**src/rtl/core/twq_pkg.sv**
```systemverilog
// Shared types and constants for the task wait queue.
// Depends on nothing; used by task_wait_queue_core.
`default_nettype none

package twq_pkg;

  // Default sizes handed to the top-level parameters
  localparam int unsigned QUEUE_DEPTH_DEF   = 16;
  localparam int unsigned TASK_ID_WIDTH_DEF = 8;

  // Request codes carried on in_tuser
  typedef enum logic [1:0] {
    REQ_SLEEP    = 2'd0,
    REQ_WAKE_ONE = 2'd1,
    REQ_WAKE_ALL = 2'd2
  } req_t;

  // Result status codes carried on out_tuser
  typedef enum logic [1:0] {
    ST_OK      = 2'd0,
    ST_FULL    = 2'd1,
    ST_NO_TASK = 2'd2,
    ST_EMPTY   = 2'd3
  } status_t;

  // Sequencer states
  typedef enum logic [1:0] {
    S_IDLE   = 2'd0,
    S_DECIDE = 2'd1,
    S_FETCH  = 2'd2
  } state_t;

endpackage

`default_nettype wire

```
**src/rtl/core/twq_ram.sv**
```systemverilog
// Generic single-write, single-read RAM with registered read data.
// No dependencies; holds the task identifier ring of the wait queue.
`default_nettype none

module twq_ram #(
  parameter int unsigned WIDTH = 8,
  parameter int unsigned DEPTH = 16
) (
  input  wire logic                     clk,
  input  wire logic                     wr_en,
  input  wire logic [$clog2(DEPTH)-1:0] wr_addr,
  input  wire logic [WIDTH-1:0]         wr_data,
  input  wire logic                     rd_en,
  input  wire logic [$clog2(DEPTH)-1:0] rd_addr,
  output logic      [WIDTH-1:0]         rd_data
);

  logic [WIDTH-1:0] mem [DEPTH];

  // Write port
  always_ff @(posedge clk) begin
    if (wr_en) begin
      mem[wr_addr] <= wr_data;
    end
  end

  // Registered read port; data holds while rd_en is low
  always_ff @(posedge clk) begin
    if (rd_en) begin
      rd_data <= mem[rd_addr];
    end
  end

endmodule

`default_nettype wire

```
**src/rtl/core/task_wait_queue_core.sv**
```systemverilog
// Task wait queue: ring of waiting task identifiers with sleep, wake-one and wake-all.
// Depends on twq_pkg and twq_ram.
`default_nettype none

// Usage: one request enters on the in_ stream (in_tuser = request code) and the
// block then stays busy until its last result has been loaded into the output
// register. A sleep or an empty wake loads its result from the decide state; a
// wake-one reads the oldest slot in the decide state and loads its result from
// the fetch state; a wake-all loads its first result in the same way and then
// one result per cycle while out_tready stays high. A loaded result that waits
// on out_tready holds back the next load. This pace is set by the registered
// read of the slot RAM and by the single ring-index adder that the sequencer
// uses for both the tail slot and the head advance. The next request is taken
// in the cycle after the last result is loaded, even if that result still
// waits on out_tready. Results of one request end with out_tlast high; unused
// request codes give no result.

module task_wait_queue_core #(
  parameter int unsigned QUEUE_DEPTH   = twq_pkg::QUEUE_DEPTH_DEF,
  parameter int unsigned TASK_ID_WIDTH = twq_pkg::TASK_ID_WIDTH_DEF,
  localparam int unsigned IW     = $clog2(QUEUE_DEPTH),
  localparam int unsigned CW     = $clog2(QUEUE_DEPTH + 1),
  localparam int unsigned IN_FW  = TASK_ID_WIDTH + 1,
  localparam int unsigned IN_DW  = ((IN_FW + 7) / 8) * 8,
  localparam int unsigned OUT_FW = 1 + TASK_ID_WIDTH + CW,
  localparam int unsigned OUT_DW = ((OUT_FW + 7) / 8) * 8
) (
  input  wire logic              clk,
  input  wire logic              rst_n,
  // request stream
  input  wire logic              in_tvalid,
  output logic                   in_tready,
  input  wire logic [IN_DW-1:0]  in_tdata,   // task_present, task_id, zero fill
  input  wire logic [1:0]        in_tuser,   // req_type
  // result stream
  output logic                   out_tvalid,
  input  wire logic              out_tready,
  output logic      [OUT_DW-1:0] out_tdata,  // woken_valid, woken_task, waiting_count, zero fill
  output logic      [1:0]        out_tuser,  // status
  output logic                   out_tlast
);

  // Sequencer and queue state
  twq_pkg::state_t state_r, state_nxt;
  logic [IW-1:0]   head_r, head_nxt;
  logic [CW-1:0]   count_r, count_nxt;

  // Latched request
  twq_pkg::req_t            req_r, req_nxt;
  logic                     present_r, present_nxt;
  logic [TASK_ID_WIDTH-1:0] tid_r, tid_nxt;

  // Output register
  logic                     out_valid_r, out_valid_nxt;
  logic                     wvalid_r, wvalid_nxt;
  logic [TASK_ID_WIDTH-1:0] wtask_r, wtask_nxt;
  logic                     last_r, last_nxt;
  twq_pkg::status_t         status_r, status_nxt;
  logic [CW-1:0]            wcount_r, wcount_nxt;

  // Shared ring-index adder
  logic [CW:0]   unit_a, unit_b, unit_raw;
  logic [IW-1:0] unit_idx;

  // RAM port signals
  logic                     ram_we, ram_re;
  logic [IW-1:0]            ram_waddr, ram_raddr;
  logic [TASK_ID_WIDTH-1:0] ram_rdata;

  logic out_free;
  logic pop_last;

  twq_ram #(
    .WIDTH (TASK_ID_WIDTH),
    .DEPTH (QUEUE_DEPTH)
  ) u_slots (
    .clk     (clk),
    .wr_en   (ram_we),
    .wr_addr (ram_waddr),
    .wr_data (tid_r),
    .rd_en   (ram_re),
    .rd_addr (ram_raddr),
    .rd_data (ram_rdata)
  );

  // Ring add: head plus count for the tail slot, head plus one for advance
  always_comb begin
    unit_a = {{(CW + 1 - IW){1'b0}}, head_r};
    if (state_r == twq_pkg::S_DECIDE) begin
      unit_b = {1'b0, count_r};
    end else begin
      unit_b = (CW + 1)'(1);
    end
    unit_raw = unit_a + unit_b;
    if (unit_raw >= (CW + 1)'(QUEUE_DEPTH)) begin
      unit_idx = IW'(unit_raw - (CW + 1)'(QUEUE_DEPTH));
    end else begin
      unit_idx = unit_raw[IW-1:0];
    end
  end

  assign out_free  = !out_valid_r || out_tready;
  assign pop_last  = (req_r == twq_pkg::REQ_WAKE_ONE) || (count_r == CW'(1));
  assign in_tready = (state_r == twq_pkg::S_IDLE);

  // Sequencer: next state, queue update and result loading
  always_comb begin
    state_nxt     = state_r;
    head_nxt      = head_r;
    count_nxt     = count_r;
    req_nxt       = req_r;
    present_nxt   = present_r;
    tid_nxt       = tid_r;
    out_valid_nxt = out_valid_r;
    wvalid_nxt    = wvalid_r;
    wtask_nxt     = wtask_r;
    last_nxt      = last_r;
    status_nxt    = status_r;
    wcount_nxt    = wcount_r;
    ram_we        = 1'b0;
    ram_waddr     = unit_idx;
    ram_re        = 1'b0;
    ram_raddr     = head_r;

    // drop the result once taken
    if (out_valid_r && out_tready) begin
      out_valid_nxt = 1'b0;
    end

    case (state_r)
      twq_pkg::S_IDLE: begin
        if (in_tvalid) begin
          req_nxt     = twq_pkg::req_t'(in_tuser);
          present_nxt = in_tdata[0];
          tid_nxt     = in_tdata[TASK_ID_WIDTH:1];
          state_nxt   = twq_pkg::S_DECIDE;
        end
      end
      twq_pkg::S_DECIDE: begin
        case (req_r)
          twq_pkg::REQ_SLEEP: begin
            if (out_free) begin
              out_valid_nxt = 1'b1;
              wvalid_nxt    = 1'b0;
              wtask_nxt     = '0;
              last_nxt      = 1'b1;
              wcount_nxt    = count_r;
              state_nxt     = twq_pkg::S_IDLE;
              if (!present_r) begin
                status_nxt = twq_pkg::ST_NO_TASK;
              end else if (count_r == CW'(QUEUE_DEPTH)) begin
                status_nxt = twq_pkg::ST_FULL;
              end else begin
                // append at the tail slot
                ram_we     = 1'b1;
                count_nxt  = count_r + CW'(1);
                wcount_nxt = count_r + CW'(1);
                status_nxt = twq_pkg::ST_OK;
              end
            end
          end
          twq_pkg::REQ_WAKE_ONE, twq_pkg::REQ_WAKE_ALL: begin
            if (count_r == '0) begin
              if (out_free) begin
                out_valid_nxt = 1'b1;
                wvalid_nxt    = 1'b0;
                wtask_nxt     = '0;
                last_nxt      = 1'b1;
                status_nxt    = twq_pkg::ST_EMPTY;
                wcount_nxt    = '0;
                state_nxt     = twq_pkg::S_IDLE;
              end
            end else begin
              // fetch the oldest task
              ram_re    = 1'b1;
              state_nxt = twq_pkg::S_FETCH;
            end
          end
          default: begin
            state_nxt = twq_pkg::S_IDLE;
          end
        endcase
      end
      twq_pkg::S_FETCH: begin
        if (out_free) begin
          out_valid_nxt = 1'b1;
          wvalid_nxt    = 1'b1;
          wtask_nxt     = ram_rdata;
          last_nxt      = pop_last;
          status_nxt    = twq_pkg::ST_OK;
          wcount_nxt    = count_r - CW'(1);
          count_nxt     = count_r - CW'(1);
          head_nxt      = unit_idx;
          if (pop_last) begin
            state_nxt = twq_pkg::S_IDLE;
          end else begin
            // prefetch the next oldest
            ram_re    = 1'b1;
            ram_raddr = unit_idx;
          end
        end
      end
      default: begin
        state_nxt = twq_pkg::S_IDLE;
      end
    endcase
  end

  // Control registers
  always_ff @(posedge clk) begin
    if (!rst_n) begin
      state_r     <= twq_pkg::S_IDLE;
      head_r      <= '0;
      count_r     <= '0;
      out_valid_r <= 1'b0;
    end else begin
      state_r     <= state_nxt;
      head_r      <= head_nxt;
      count_r     <= count_nxt;
      out_valid_r <= out_valid_nxt;
    end
  end

  // Payload registers
  always_ff @(posedge clk) begin
    req_r     <= req_nxt;
    present_r <= present_nxt;
    tid_r     <= tid_nxt;
    wvalid_r  <= wvalid_nxt;
    wtask_r   <= wtask_nxt;
    last_r    <= last_nxt;
    status_r  <= status_nxt;
    wcount_r  <= wcount_nxt;
  end

  // Pack the result stream
  always_comb begin
    out_tdata               = '0;
    out_tdata[OUT_FW-1:0]   = {wcount_r, wtask_r, wvalid_r};
  end
  assign out_tvalid = out_valid_r;
  assign out_tuser  = status_r;
  assign out_tlast  = last_r;

  // Checks
  a_count_bound: assert property (@(posedge clk) disable iff (!rst_n)
    count_r <= CW'(QUEUE_DEPTH))
    else $error("waiting count above queue depth");

  a_woken_ok: assert property (@(posedge clk) disable iff (!rst_n)
    out_valid_r && wvalid_r |-> status_r == twq_pkg::ST_OK)
    else $error("woken task with non-ok status");

  a_empty_zero: assert property (@(posedge clk) disable iff (!rst_n)
    out_valid_r && status_r == twq_pkg::ST_EMPTY |-> wcount_r == '0 && last_r)
    else $error("empty result with tasks left or not last");

  a_mid_burst: assert property (@(posedge clk) disable iff (!rst_n)
    out_valid_r && !last_r |-> wvalid_r && wcount_r != '0 && state_r != twq_pkg::S_IDLE)
    else $error("non-final wake-all result inconsistent");

endmodule

`default_nettype wire
```
**config.mk**
```make
export PLATFORM = sky130hd
export DESIGN_NAME = task_wait_queue_core
export DESIGN_NICKNAME = d
export VERILOG_FILES = /design/src/rtl/core/twq_pkg.sv /design/src/rtl/core/twq_ram.sv /design/src/rtl/core/task_wait_queue_core.sv
export SDC_FILE = /design/constraint.sdc
export NUM_CORES = 1
export LEC_CHECK = 0
export BUFFER_PORTS_ARGS = -buffer_cell sky130_fd_sc_hd__buf_2
export CAP_MARGIN = 40
export CORE_UTILIZATION = 56
export DETAILED_ROUTE_END_ITERATION = 10
export GPL_ROUTABILITY_DRIVEN = 0
export PLACE_DENSITY_LB_ADDON = 0.05
export SLEW_MARGIN = 40
export SYNTH_ARGS = -nofsm -noshare
export SYNTH_HDL_FRONTEND = slang
export SYNTH_SLANG_ARGS = --single-unit
```
**constraint.sdc**
```tcl
create_clock -name clk -period 2.95 [get_ports clk]
set_input_delay 0.1475 -clock clk [delete_from_list [all_inputs] [get_ports clk]]
set_output_delay 0.1475 -clock clk [all_outputs]
set_load 0.02 [all_outputs]
```
Yosys cells after proc, flatten, opt, wreduce, memory -nomap -nowiden
Memory sizes are Yosys's and may differ from the RTL's. A register that Yosys moved wholly into a read port is not among the register bits. Index checks and enable logic that the tools add are counted.

Bits in registers: 40. RAM bits: 128. Bits of input ports: 22. Output and inout port bits: 21. Logic and storage cells: 110. Memories kept: 1.

Add/subtract/negate cells: 4. $lt $le $gt $ge: 1. Equality and inequality tests: 15. Mux-type cells: 62. Reduce and logical (&&, ||, !) cells: 15.

Memory list: u_slots.mem (depth 16, width 8, read ports 1, clocked after Yosys merged registers in 1, write ports 1, line twq_ram.sv:18) `logic [WIDTH-1:0] mem [DEPTH];`.

Operators by type and width (number): $mux W5 (8); $pmux W8 S2 (2); $pmux W5 S2 (3); $mux W8 (3); $mux W1 (21); $mux W2 (10); $mux W4 (4); $pmux W1 S2 (7); $pmux W2 S2 (3); $ne A3 B3 Y1 const B (3); $ne A2 B2 Y1 const B (4); $reduce_and A4 Y1 (2); $add A4 B5 Y6 (1); $ge A6 B5 Y1 const B (1); $pmux W2 S3 (1); $reduce_and A6 Y1 (1); $add A5 B1 Y5 const B (1); $eq A5 B1 Y1 const B (1); $eq A5 B5 Y1 const B (1); $logic_not A5 Y1 (1); $sub A5 B1 Y5 const B (1); $eq A2 B1 Y1 const B (2); $eq A2 B2 Y1 const B (2); $logic_not A2 Y1 (2); other kinds (10) (12).

Longest topological paths before layout
Depth in word-level cells: 8. Depth in mapped cells: 14. Gate-level depth less buffers: 11.

Cells and area by module
A second synthesis with hierarchy kept.

Cells, all modules: 435. Area total of the unflattened synthesis: 7408.4 sq um.

By module, submodules not included: twq_ram (instances 1, cells each 229, area an instance 5227.5 sq um, sequential area each 4083.9 sq um); task_wait_queue_core (instances 1, cells each 206, area an instance 2180.8 sq um, sequential area each 1081.0 sq um).

Least setup slack after synthesis
Ideal clock, no wire load.

Path type: reg2reg. Start: register state_r[1]. End: memory u_slots.mem[11][0], enable pin. Library setup time: 0.370 ns. Arrival: 2.896 ns. Data required time: 2.580 ns. Setup slack: -0.316 ns. Stages on the path, launching flop included: 12. Path buffers: 4. Clock period less this slack: 3.266 ns. Path through: dfxtp_1 inv_1 ha_1 clkbuf_1 nand2_1 ha_1 fa_1 buf_2 buf_1 clkbuf_1 nand3_1 nor2_1.

Word-level cells in the longest chain between the ends: 5. Elaborated cells on any way between the ends: 9. Classes of those cells: 2 x add/sub; 1 x order compare; 1 x eq/ne; 5 x mux.

RTL lines: start: declaration (line task_wait_queue_core.sv:44) `twq_pkg::state_t state_r, state_nxt;`; start signal: assignment (line task_wait_queue_core.sv:212) `state_r <= twq_pkg::S_IDLE;`; start signal: assignment (line task_wait_queue_core.sv:217) `state_r <= state_nxt;`; $eq A2 B1 Y1 * (line task_wait_queue_core.sv:89) `if (state_r == twq_pkg::S_DECIDE) begin`; $mux W5 * (line task_wait_queue_core.sv:89); $add A4 B5 Y6 * (line task_wait_queue_core.sv:94) `unit_raw = unit_a + unit_b;`; $ge A6 B5 Y1 or $sub A4 B1 Y4 (tied branches) (line task_wait_queue_core.sv:95, task_wait_queue_core.sv:96); $mux W4 * (line task_wait_queue_core.sv:95) `if (unit_raw >= (CW + 1)'(QUEUE_DEPTH)) begin`; via ram_waddr[1] (line task_wait_queue_core.sv:67) `logic [IW-1:0] ram_waddr, ram_raddr;`; end: declaration (line twq_ram.sv:18).

The timed path passes the listed nets; every way through them passes the cells marked *.

Final worst setup path
Start: register state_r[1]. End: register u_slots.rd_data[4] (read register of u_slots.mem) (data pin).

Word-level cells in the longest chain between the ends: 8. Elaborated cells on any way between the ends: 11. Classes of those cells: 2 x add/sub; 1 x order compare; 2 x eq/ne; 6 x mux.

RTL lines: $eq A2 B1 Y1 (line task_wait_queue_core.sv:89, task_wait_queue_core.sv:130); $mux W5 (line task_wait_queue_core.sv:89); $add A4 B5 Y6 (line task_wait_queue_core.sv:94); $ge A6 B5 Y1 or $sub A4 B1 Y4 (tied branches) (line task_wait_queue_core.sv:95, task_wait_queue_core.sv:96); $mux W4 (line task_wait_queue_core.sv:95); $mux W4 (line task_wait_queue_core.sv:194) `if (pop_last) begin`; $mux W4 (line task_wait_queue_core.sv:185) `if (out_free) begin`; $mux W4 (line task_wait_queue_core.sv:130) `case (state_r)`; end: declaration (line twq_ram.sv:15) `output logic [WIDTH-1:0] rd_data`.

Parallel ways exist; a longest one is shown, timed or not. A chain may end at the register's enable or synchronous reset.

==> metrics <==
Slew @ Worst Pin=784 ps; sequential cell area fraction in the yosys report=57.0%; buffer levels on the longest clock path=2; diodes inserted=0; DRC viols=0; CTS Root Cell=sky130_fd_sc_hd__clkbuf_16; ratio of final minimum period to clock period=98.3%; summed instance area of the synthesized netlist=0.00907 mm2; pin count of the biggest net entering global routing=52; clock tree from TritonCTS=built; Final Cell Area=0.0106 mm2; Worst Setup Path Type=register to register; area of the placeable core=0.0158 mm2; total design power=5.52 mW; number of cells on the worst hold path=2; total number of yosys warnings=0; Wirelength per Cell=21.0 um; Hold Vio Cnt, Final=0; sum of net half-perimeters after detailed placement=14200 um; worst skew pair latency=430 ps; number of detailed-route iterations in the first pass=5; final slew viol count=0; share of synthesized flip-flops with an asynchronous set or reset=0%; setup repair after global routing missed its margin=true; number of cells on the worst reg-to-reg path=11; placement-stage cell area=0.00965 mm2; all-layer global routing usage=28.6%; first-pass GRT wire length=35000 um; crit path max fanout=8; worst setup slack for register-to-register paths=50 ps; Placement Rows=46; clock-pin slew on the worst setup and hold paths=70 ps; worst slack at placement=-12.4 ps; upper clock frequency limit=345 MHz; outcome=completed; clock sink total=176; overall die height=129 um; fraction of layout instances using a drive strength above 1=18.7%; synthesized area per cell=11.3 um2; Worst VDD drop=0.390 mV; source of the worst hold timing path=rst_n; Relative slew margins=47.5%; footprint of the multi-input gates=0.00372 mm2; DR vias/cell=6.24; kind of start point of the critical path=register; initial antenna violation count=0; maximum level of the CTS H-tree=4; count of endpoints failing setup in the final report=0; remaining global-route overflow=0; max-cap check violation count=0; worst clock skew on the final layout=8.49 ps; number of global-route vias before repair=6451; Detailed Route Iter0 Violations=733; vias after detailed routing=6720; leakage power=3.63 nW; class of the tightest hold or removal check=primary input to register; flip-flop cell with the highest count after synthesis=sky130_fd_sc_hd__edfxtp_1; Yosys cell types=55; FF+latch area=0.00517 mm2; reg-to-reg endpoint=u_slots.rd_data[4]; effective utilization at floorplan=57.3%; Inserted Clock Buffers=17; CP required=3230 ps; Final Critical Period=2900 ps; horizontal extent of the die=129 um; capture endpoint of the worst hold path=count_r[1]; Layout fillers=1182; crit path setup slack, layout=49.9 ps; number of buffers inserted by port buffering=33; Pwr per Cell Area=523 mW/mm2; number of nets at the end of the flow=884; final WL=22700 um; Seq cells post-synth=176; area growth from synthesis to layout=16.5%; endpoint kind of the worst setup timing path=register; r2r startpoint=state_r[1]; number of flops mapped to enable cells by yosys=164; top-level port count=43; area enclosed by the die boundary=0.0167 mm2; data arrival time at the worst-slack endpoint=3180 ps; Cells after Synth=799; post-detailed-route count of antenna-violating nets=0
## per-layer routing
layer  vias to the layer above  GRT usage [%]  wire (um)
li1                       3085              -          -
met1                      3290           38.3       9650
met2                       294           47.5      11100
met3                        51           3.88       1390
met4                         0           10.8        495
met5                         -              0          0
## per-stage QoR
stage	std cells	hold slack, ps	utilization (%)	setup TNS (ps)
finish	1077	47.5	66.8	0
floorplan	800	246	-	0
global placement	1027	325	60.9	0
detailed placement	1027	326	60.9	-12.4
CTS	1075	56.0	66.1	-12.5
global route	1077	74.2	66.8	-75.8
## cell usage after synthesis (8+ instances only)
master	number	area [um2]
sky130_fd_sc_hd__a21boi_0	9	67.6
sky130_fd_sc_hd__a21oi_1	78	390
sky130_fd_sc_hd__nor2_1	47	176
sky130_fd_sc_hd__o21ai_0	26	130
sky130_fd_sc_hd__mux2i_1	59	591
sky130_fd_sc_hd__inv_1	13	48.8
sky130_fd_sc_hd__edfxtp_1	164	4920
sky130_fd_sc_hd__nand2_1	89	334
sky130_fd_sc_hd__a211oi_1	9	67.6
sky130_fd_sc_hd__and2_1	16	100
sky130_fd_sc_hd__ha_1	13	163
sky130_fd_sc_hd__o32ai_1	8	70.1
sky130_fd_sc_hd__nor2b_1	33	206
sky130_fd_sc_hd__o211ai_2	8	100
sky130_fd_sc_hd__dfxtp_1	12	240
sky130_fd_sc_hd__nand3_1	40	200
sky130_fd_sc_hd__buf_2	16	80.1
sky130_fd_sc_hd__a311oi_1	8	70.1
sky130_fd_sc_hd__buf_1	8	30.0
sky130_fd_sc_hd__a221oi_1	8	70.1
sky130_fd_sc_hd__clkbuf_1	31	116
sky130_fd_sc_hd__or4_1	16	120
sky130_fd_sc_hd__a2111oi_0	16	140
## sequential cells by signal, summed over array words and instances, names as in the netlist
name	count
u_slots.mem	128
u_slots.rd_data	8
tid_r	8
wtask_r	8
out_tvalid	1
wcount_r	5
wvalid_r	1
state_r	2
count_r	5
out_tuser	2
req_r	2
present_r	1
head_r	4
out_tlast	1
## critical path: stages, from the launching register on
cell and delay, ps:
sky130_fd_sc_hd__dfxtp_1 320, sky130_fd_sc_hd__inv_1 80, sky130_fd_sc_hd__ha_4 180, sky130_fd_sc_hd__and2_1 190, sky130_fd_sc_hd__ha_1 300, sky130_fd_sc_hd__a211oi_1 250
sky130_fd_sc_hd__or3_1 200, sky130_fd_sc_hd__a31oi_1 130, sky130_fd_sc_hd__nand3b_1 220, sky130_fd_sc_hd__buf_4 190, sky130_fd_sc_hd__or4_1 580, sky130_fd_sc_hd__o211ai_2 100
## worst max-delay path by stage
| stage | start | end | slack (ps) | cells after the start |
|---|---|---|---|---|
| 5_1_grt | state_r[1] | u_slots.rd_data[4] | -20 | 11 |
| 6_report | state_r[1] | u_slots.rd_data[4] | 50 | 11 |
| 3_3_place_gp | state_r[1] | u_slots.rd_data[5] | 50 | 9 |
| 4_1_cts | state_r[1] | u_slots.rd_data[4] | -6 | 12 |
| 2_1_floorplan | state_r[1] | u_slots.mem[1][0] | 30 | 12 |
| 3_5_place_dp | state_r[1] | u_slots.rd_data[5] | -10 | 11 |
## repair_timing
item	CTS	global route
pin swaps	5	3
resized for setup	8	16
setup buffers	3	2
hold buffers	11	0
cloned	2	0
hold endpoints to repair	11	0
setup endpoints to repair	12	136
## power by group
group / internal, mW / switching (mW)
registers: 2.78 / 0.0549
logic: 0.130 / 0.215
clock network: 1.35 / 0.992
total: 4.26 / 1.26
## layout make-up
| cell class | count | share of cell area (%) |
|---|---|---|
| sequential | 176 | 48.9 |
| tap | 216 | 2.56 |
| multi-input combinational | 546 | 35.2 |
| timing repair buffer | 93 | 7.07 |
| inverter | 14 | 0.497 |
| clock inverter | 14 | 1.72 |
| clock buffer | 18 | 4.06 |
## cells by family after synthesis
| family | share of synthesized area (%) |
|---|---|
| buffers and inverters | 4.07 |
| AO/OA/AOI/OAI | 14.1 |
| AND/OR/NAND/NOR | 14.6 |
| multiplexers | 7.31 |
| adder cells (fa/ha/maj) | 2.01 |
| XOR/XNOR | 0.869 |
| other | 0.0414 |
| flip-flops | 57.0 |
## placed cells by master, fill, tap and decap left out, types with 7 or more instances in the layout
master                          count
sky130_fd_sc_hd__edfxtp_1         164
sky130_fd_sc_hd__nand2_1           87
sky130_fd_sc_hd__a21oi_1           78
sky130_fd_sc_hd__mux2i_1           59
sky130_fd_sc_hd__buf_4             40
sky130_fd_sc_hd__nor2_1            38
sky130_fd_sc_hd__nand3_1           38
sky130_fd_sc_hd__buf_2             34
sky130_fd_sc_hd__nor2b_1           33
sky130_fd_sc_hd__o21ai_0           25
sky130_fd_sc_hd__clkbuf_16         17
sky130_fd_sc_hd__and2_1            16
sky130_fd_sc_hd__a2111oi_0         14
sky130_fd_sc_hd__inv_1             13
sky130_fd_sc_hd__or4_1             13
sky130_fd_sc_hd__ha_1              12
sky130_fd_sc_hd__dlygate4sd3_1     11
sky130_fd_sc_hd__a21boi_0           9
sky130_fd_sc_hd__a211oi_1           9
sky130_fd_sc_hd__dfxtp_1            9
sky130_fd_sc_hd__a311oi_1           8
sky130_fd_sc_hd__o211ai_2           8
sky130_fd_sc_hd__nor2_4             8
sky130_fd_sc_hd__nand2b_1           7
sky130_fd_sc_hd__a211o_1            7
Note: power is estimated with default switching activity, not from simulation.
